[src/rtl/lsc_pkg.sv]
// lsc_pkg: shared types and constants for the lru sector cache
// no dependencies; used by lsc_div and lru_sector_cache
package lsc_pkg;

  typedef logic [1:0] op_t;
  localparam op_t OP_WRITE = 2'd0;
  localparam op_t OP_READ  = 2'd1;

  // percentage division widths: numerator up to (2^32-1)*100, sum of two counts
  localparam int NUM_W = 40;
  localparam int DEN_W = 33;
  localparam int PCT_W = 7;

  typedef enum logic [6:0] {
    S_IDLE  = 7'b0000001,
    S_SCAN1 = 7'b0000010,
    S_UPDT  = 7'b0000100,
    S_SCAN2 = 7'b0001000,
    S_DIVH  = 7'b0010000,
    S_DIVM  = 7'b0100000,
    S_DONE  = 7'b1000000
  } state_t;

endpackage

[src/rtl/lsc_div.sv]
// lsc_div: restoring divider, one quotient bit per cycle, quotient below 128
// depends on lsc_pkg
module lsc_div (
  input  logic                       clk,
  input  logic                       rst,
  input  logic                       start,
  input  logic [lsc_pkg::NUM_W-1:0]  num,
  input  logic [lsc_pkg::DEN_W-1:0]  den,
  output logic                       done,
  output logic [lsc_pkg::PCT_W-1:0]  quo
);
  import lsc_pkg::*;

  logic [NUM_W-1:0] rem;
  logic [DEN_W-1:0] den_r;
  logic [2:0]       k;
  logic             busy;
  logic [NUM_W-1:0] trial;

  assign trial = NUM_W'(den_r) << k;

  always_ff @(posedge clk) begin
    if (rst) begin
      busy <= 1'b0;
      done <= 1'b0;
    end else begin
      done <= 1'b0;
      if (start) begin
        busy  <= 1'b1;
        rem   <= num;
        den_r <= den;
        k     <= 3'(PCT_W - 1);
        quo   <= '0;
      end else if (busy) begin
        if (rem >= trial) begin
          rem    <= rem - trial;
          quo[k] <= 1'b1;
        end
        if (k == 3'd0) begin
          busy <= 1'b0;
          done <= 1'b1;
        end else begin
          k <= k - 3'd1;
        end
      end
    end
  end

endmodule

[src/rtl/lru_sector_cache.sv]
// lru_sector_cache: fully associative sector cache with lru replacement
// depends on lsc_pkg and lsc_div
//
//  channel | dir | tdata                                   | tuser
//  s_*     | in  | sector_id, sector_data                  | operation
//  m_*     | out | read_data, hit_percent, miss_percent,   | hit, oldest_valid
//          |     | oldest_sector                           |
//
// each item passes idle, the first scan, the update, the second scan, two divisions and the
// result load; each scan walks max(fill,1) slots, taken before and after the update
// no division runs while no read has been counted
// scans walk one slot per cycle; the percentages share one bit-serial divider
// rst is synchronous and clears counters, fill count and control; entries need no clear
// s_tready is high only when idle; an untaken result holds the sequencer in its final state
module lru_sector_cache #(
  parameter int ENTRIES    = 16,
  parameter int DATA_WIDTH = 64
) (
  input  logic         clk,
  input  logic         rst,
  input  logic         s_tvalid,
  output logic         s_tready,
  input  logic [95:0]  s_tdata,   // sector_id[31:0], sector_data[95:32]
  input  logic [1:0]   s_tuser,   // operation[1:0]
  output logic         m_tvalid,
  input  logic         m_tready,
  output logic [111:0] m_tdata,   // read_data[63:0], hit_percent[70:64],
                                  // miss_percent[77:71], oldest_sector[109:78], zero
  output logic [1:0]   m_tuser    // hit[0], oldest_valid[1]
);
  import lsc_pkg::*;

  localparam int IW = (ENTRIES > 1) ? $clog2(ENTRIES) : 1;
  localparam int FW = $clog2(ENTRIES + 1);

  // entry storage, read at the scan index only
  logic [31:0]           entry_tag   [ENTRIES];
  logic [DATA_WIDTH-1:0] entry_data  [ENTRIES];
  logic [31:0]           entry_stamp [ENTRIES];

  state_t state;
  logic [FW-1:0] fill_count;
  logic [31:0]   access_clock, hit_count, miss_count;

  // captured item
  op_t                   op_r;
  logic [31:0]           id_r;
  logic [DATA_WIDTH-1:0] data_r;

  // scan results
  logic [IW-1:0]         idx, match_idx, best_idx;
  logic                  found;
  logic [DATA_WIDTH-1:0] match_data;
  logic [31:0]           best_stamp, oldest_tag;
  logic [PCT_W-1:0]      hp, mp;

  logic [DEN_W-1:0] total;
  logic [NUM_W-1:0] hit_x100, miss_x100, div_num;
  logic             scan_last, scan2_end;
  logic             div_start, div_done;
  logic [PCT_W-1:0] div_q;
  logic [IW-1:0]    wr_slot;
  logic [31:0]      clock_next;

  assign s_tready = (state == S_IDLE);

  assign total     = DEN_W'(hit_count) + DEN_W'(miss_count);
  // times 100 as 64 + 32 + 4
  assign hit_x100  = (NUM_W'(hit_count) << 6) + (NUM_W'(hit_count) << 5)
                   + (NUM_W'(hit_count) << 2);
  assign miss_x100 = (NUM_W'(miss_count) << 6) + (NUM_W'(miss_count) << 5)
                   + (NUM_W'(miss_count) << 2);
  assign div_num   = (state == S_DIVH) ? miss_x100 : hit_x100;

  assign scan_last = (fill_count == '0) || (FW'(idx) == fill_count - FW'(1));
  assign scan2_end = (state == S_SCAN2) && scan_last;

  // first division starts as the second scan ends, second on the first's done
  assign div_start = (scan2_end && total != '0) || (state == S_DIVH && div_done);

  assign clock_next = access_clock + 32'd1;

  always_comb begin
    if (found)                        wr_slot = match_idx;
    else if (fill_count < FW'(ENTRIES)) wr_slot = IW'(fill_count);
    else                              wr_slot = best_idx;
  end

  lsc_div u_div (
    .clk   (clk),
    .rst   (rst),
    .start (div_start),
    .num   (div_num),
    .den   (total),
    .done  (div_done),
    .quo   (div_q)
  );

  // entry writes
  always_ff @(posedge clk) begin
    if (state == S_UPDT) begin
      if (op_r == OP_WRITE) begin
        entry_tag[wr_slot]   <= id_r;
        entry_data[wr_slot]  <= data_r;
        entry_stamp[wr_slot] <= clock_next;
      end else if (op_r == OP_READ && found) begin
        entry_stamp[match_idx] <= clock_next;
      end
    end
  end

  // sequencer
  always_ff @(posedge clk) begin
    if (rst) begin
      state        <= S_IDLE;
      fill_count   <= '0;
      access_clock <= '0;
      hit_count    <= '0;
      miss_count   <= '0;
      m_tvalid     <= 1'b0;
    end else begin
      // in the final state the load below decides m_tvalid
      if (m_tvalid && m_tready && state != S_DONE) m_tvalid <= 1'b0;
      case (state)
        S_IDLE: begin
          if (s_tvalid) begin
            op_r   <= s_tuser;
            id_r   <= s_tdata[31:0];
            data_r <= DATA_WIDTH'(s_tdata[95:32]);
            idx    <= '0;
            found  <= 1'b0;
            state  <= S_SCAN1;
          end
        end
        S_SCAN1: begin
          if (fill_count != '0) begin
            if (!found && entry_tag[idx] == id_r) begin
              found      <= 1'b1;
              match_idx  <= idx;
              match_data <= entry_data[idx];
            end
            // lowest slot wins on equal stamps
            if (idx == '0 || entry_stamp[idx] < best_stamp) begin
              best_idx   <= idx;
              best_stamp <= entry_stamp[idx];
            end
          end
          if (scan_last) state <= S_UPDT;
          else           idx   <= idx + IW'(1);
        end
        S_UPDT: begin
          if (op_r == OP_WRITE) begin
            access_clock <= clock_next;
            if (!found && fill_count < FW'(ENTRIES)) fill_count <= fill_count + FW'(1);
          end else if (op_r == OP_READ) begin
            access_clock <= clock_next;
            if (found) begin
              if (hit_count != '1) hit_count <= hit_count + 32'd1;
            end else begin
              if (miss_count != '1) miss_count <= miss_count + 32'd1;
            end
          end
          idx   <= '0;
          state <= S_SCAN2;
        end
        S_SCAN2: begin
          if (fill_count == '0) begin
            oldest_tag <= '0;
          end else if (idx == '0 || entry_stamp[idx] < best_stamp) begin
            best_stamp <= entry_stamp[idx];
            oldest_tag <= entry_tag[idx];
          end
          if (scan_last) begin
            if (total != '0) begin
              state <= S_DIVH;
            end else begin
              hp    <= '0;
              mp    <= '0;
              state <= S_DONE;
            end
          end else begin
            idx <= idx + IW'(1);
          end
        end
        S_DIVH: begin
          if (div_done) begin
            hp    <= div_q;
            state <= S_DIVM;
          end
        end
        S_DIVM: begin
          if (div_done) begin
            mp    <= div_q;
            state <= S_DONE;
          end
        end
        S_DONE: begin
          // load the output register once the previous result is gone
          if (!m_tvalid || m_tready) begin
            m_tvalid <= 1'b1;
            m_tdata  <= {2'b00, oldest_tag, mp, hp,
                         (op_r == OP_READ && found) ? 64'(match_data) : 64'd0};
            m_tuser  <= {fill_count != '0, found};
            state    <= S_IDLE;
          end
        end
        default: state <= S_IDLE;
      endcase
    end
  end

`ifndef NO_ASSERTIONS
  // fill count never passes the number of slots
  a_fill: assert property (@(posedge clk) disable iff (rst) fill_count <= FW'(ENTRIES))
    else $error("fill count beyond entries");

  // the two percentages of a result never add up past 100
  a_pct: assert property (@(posedge clk) disable iff (rst)
    m_tvalid |-> (8'(m_tdata[70:64]) + 8'(m_tdata[77:71]) <= 8'd100))
    else $error("percentages exceed 100");

  // the divider only reports while the sequencer waits on it
  a_div: assert property (@(posedge clk) disable iff (rst)
    div_done |-> (state == S_DIVH || state == S_DIVM))
    else $error("divider done outside division states");
`endif

endmodule

[config.mk]
export PLATFORM = sky130hd
export DESIGN_NAME = lru_sector_cache
export DESIGN_NICKNAME = d
export VERILOG_FILES = /design/src/rtl/lsc_pkg.sv /design/src/rtl/lsc_div.sv /design/src/rtl/lru_sector_cache.sv
export SDC_FILE = /design/constraint.sdc
export NUM_CORES = 2
export LEC_CHECK = 0
export ABC_AREA = 0
export BUFFER_PORTS_ARGS = -buffer_cell sky130_fd_sc_hd__buf_2
export CAP_MARGIN = 20
export CORE_MARGIN = 2
export CORE_UTILIZATION = 60
export DETAILED_ROUTE_END_ITERATION = 10
export GPL_TIMING_DRIVEN = 0
export HOLD_SLACK_MARGIN = 0.08
export PLACE_DENSITY = 0.79
export SYNTH_ARGS = -nofsm -noshare
export SYNTH_HDL_FRONTEND = slang
export SYNTH_SLANG_ARGS = --single-unit
export TNS_END_PERCENT = 100
[constraint.sdc]
create_clock -name clk -period 29.3 [get_ports clk]
set_clock_uncertainty 0.05 [all_clocks]
set_input_delay 1.465 -clock clk [delete_from_list [all_inputs] [get_ports clk]]
set_output_delay 1.465 -clock clk [all_outputs]
set_load 0.01 [all_outputs]
==> results by group <==
Yosys
  – Total of warnings raised by yosys: 0
  – #FFs+latches synth: 2611
  – Ys async rst share: 0%
  – Post-Syn Area: 109000 µm²
  – Most used DFF post-synth: edfxtp_1
  – Yosys cell types: 86
  – Seq/Total Area, Yosys: 71.0%
  – Syn Area/Cell: 19.1 µm²
  – Number of flops mapped to enable cells by yosys: 2496
  – Mapped Cells: 5697

Timing
  – Least-Margin Pin Slew: 1.12 ns
  – Fin crit share: 33.1%
  – Worst hold margin: 0.356 ns
  – Minimum clock period: 9.70 ns
  – Fmax achieved: 103 MHz
  – Final hold vios: 0
  – RSZ-0062 raised after global routing: no
  – Final Max Slew Viols: 0
  – Setup TNS: 0 ns
  – Setup-failing EPs final: 0
  – Headroom to the max-slew limit: 25.4%

Detailed routing
  – DRT Wirelength: 291 mm
  – Iter 0 DRT Violations: 8173
  – WL/cell: 32.6 µm
  – Vias: 60082
  – DRT Pass-1 Iters: 6
  – Post-route ant nets: 0
  – # DRC: 0
  – Routed vias/inst: 6.73

GRT
  – Pin count of the biggest net entering global routing: 29
  – First-pass GRT wire length: 417 mm
  – Grt peak-use layer: met2
  – Gr usage total: 31.4%
  – M2 GR Usage: 50.8%
  – Vias in the first global route: 60701
  – Met3 GRT Util: 5.44%
  – Gr ovfl total: 0
  – Met1 usage: 42.1%
  – Antenna violations before repair: 11

Run status
  – Status: completed

CTS
  – Post-cts sizing count: 0
  – TritonCTS Buffers: 240
  – TritonCTS clock tree: yes
  – Post-CTS Setup Inserts: 0
  – Reg clk slew, reported paths: 0.06 ns
  – CTS Hold Bufs: 0
  – H-tree levels: 4
  – Clock tree buffer depth: 3
  – CTS Sinks: 2611
  – Clk Tree Root Cell: clkbuf_16
  – Clock latency on the worst-skew pair: 0.90 ns

Final layout
  – Final non-filler cell total: 8924
  – Post-Route Utilization: 68.8%
  – Commonest non-fill, non-tap cell in the layout: edfxtp_1
  – Final #Nets: 6743
  – Share of layout cells above drive strength 1: 23.0%
  – Most frequent cells in the layout: edfxtp_1 (2496), mux4_2 (664), clkbuf_16 (241)
  – Area grow syn2layout: 14.2%

Setup path
  – Register-to-Register Path Depth: 23
  – CP Max Fanout: 10
  – Worst endpoint data arrival time: 10.24 ns
  – Worst endpoint required time: 29.83 ns
  – Top Family by Delay on Critical Path: buffers and inverters
  – Crit Path Class: reg -> reg
  – Slowest stage cell on the critical path: clkbuf_1
  – Worst setup EP type: flop
  – Reg2reg setup slack: 19.60 ns
  – Setup crit start kind: flop
  – CP cell instances: clkbuf_1, clkbuf_1, buf_2, clkbuf_1, clkbuf_1, clkbuf_1, mux4_2, mux4_2, ha_1, a21o_1, a21o_1, a21o_1, a21o_1, a21o_1, a21oi_1, nor2b_1, o31ai_1, a211o_1, a22oi_1, nor4_2, buf_4, buf_4, buf_4
  – Largest stage delay, worst path: 0.85 ns
  – CP Buf/Inv Count: 9
  – Reg-to-Reg End: best_stamp[11]$_DFFE_PP_

Flow run
  – Max Cap Viol: 0

Pwr
  – Power per cell area: 62.0 nW/µm²
  – Pint: 6.03 mW
  – Clock power frac: 40.9%
  – Leak pwr: 42.1 nW
  – Worst VDD drop: 63.0 µV
  – Sw frac: 21.7%
  – Sequential power share: 53.3%
  – Switching power: 1.67 mW
  – Comb power frac: 5.7%

Placed design
  – DP Wirelength: 178 mm
  – GP Congestion: 0.904
  – Port buffer count: 215
  – Placed Cells incl. Taps: 8420

Die
  – Area of the core: 181000 µm²
  – Die Height: 430 µm
  – Die area: 185000 µm²
  – Initial core utilization: 60.3%
  – Rows: 156
  – Boundary Pins: 218
  – DIE WIDTH: 430 µm

Worst hold path
  – Hold path start: hp[6]$_SDFFCE_PN0P_
  – Hold Path Stages: 0
  – Hold path endpoint: m_tdata[70]$_DFFE_PP_
  – Hold Path Class: reg -> reg
## logic make-up (layout without fill, tap and decap cells)
kind of cell    Yosys count  count (layout)  synth area share (%)
other cells               1               7               0.00345
flops                  2611            2611                  71.0
mux                     739             739                  14.4
buf+inv                 330            1181                  1.19
compound gates          535             535                  3.20
xor+xnor                258             258                  2.08
fa+ha+maj               298             298                  3.84
simple gates            925             925                  4.26
## metrics by stage
step	power (mW)	cell area [µm²]	setup slack [ns]
floorplan	4.45	109000	18.66
global placement	4.59	113000	11.45
detailed placement	4.60	116000	19.95
CTS	7.70	124000	19.73
global route	7.86	124000	19.45
finish	7.70	124000	19.60
## power groups by stage
| stage | combinational [mW] | clock [mW] | sequential [mW] |
|---|---|---|---|
| 2_1_floorplan | 0.279 | 0 | 4.18 |
| 3_3_place_gp | 0.403 | 0 | 4.19 |
| 3_5_place_dp | 0.418 | 0 | 4.19 |
| 4_1_cts | 0.431 | 3.17 | 4.11 |
| 5_1_grt | 0.459 | 3.29 | 4.11 |
| 6_report | 0.443 | 3.15 | 4.11 |
## metal layers
layer	part of all wire (%)	wire length (µm)
met1	35	103000
met2	49	143000
met3	10	30000
met4	5.3	15400
met5	0.0072	21
## how the worst max path moves through the flow
| stage | startpoint | to | slack (ns) | cells after the start |
|---|---|---|---|---|
| floorplan | rst | m_tdata[0]$_SDFFCE_PN0P_ | 18.66 | 2 |
| global placement | rst | m_tdata[53]$_SDFFCE_PN0P_ | 11.45 | 3 |
| detailed placement | flop | best_stamp[10]$_DFFE_PP_ | 19.95 | 23 |
| CTS | flop | best_stamp[11]$_DFFE_PP_ | 19.73 | 23 |
| global route | flop | best_stamp[8]$_DFFE_PP_ | 19.45 | 23 |
| finish | flop | best_stamp[11]$_DFFE_PP_ | 19.60 | 23 |
## cells in the mapped netlist, types with 8 or more instances
cell type,count,area [µm²]
o41ai_1,8,70.1
nand2_1,169,634
a211o_1,10,87.6
and2_1,125,782
nand2b_1,23,144
xnor2_1,139,1220
dfxtp_1,115,2300
or3_1,23,144
nor2b_1,31,194
nor3_1,48,240
mux4_2,664,15000
xor2_1,119,1040
inv_1,94,353
a21oi_1,168,841
mux2i_1,68,681
a221oi_1,8,70.1
nand3_1,84,420
and4_1,14,123
o211ai_1,15,113
fa_1,60,1200
nand4_1,45,282
a21o_1,82,616
buf_1,45,169
or2_2,8,50.1
o21ai_0,94,470
and3_1,40,250
clkbuf_1,166,623
buf_2,16,80.1
o31a_1,10,87.6
ha_1,238,2980
a211oi_1,26,195
a31oi_1,22,138
edfxtp_1,2496,75000
nor3b_1,8,60.1
o21a_1,17,128
o21bai_1,13,97.6
nor4_1,13,81.3
nor2_1,272,1020
## layout make-up
class	count	area, µm²
repair buffers	403	4310
multi-input cells	2757	30600
fillers	10595	56300
flip-flops and latches	2611	77300
plain buffers	234	941
diodes	5	12.5
inverters	96	360
clock buffers	297	6310
clock inverters	151	1570
well taps	2370	2970
## registers in the layout, indices dropped and copies added (netlist names), 32 cells and up, named ones only
register and flops:
m_tdata 110, u_div.den_r 33, entry_stamp 512, match_data 64, miss_count 32, entry_tag 512
best_stamp 32, entry_data 1024, oldest_tag 32, hit_count 32, id_r 32, u_div.rem 40
access_clock 32, data_r 64
No activity file was read; power rests on OpenSTA's default activity.
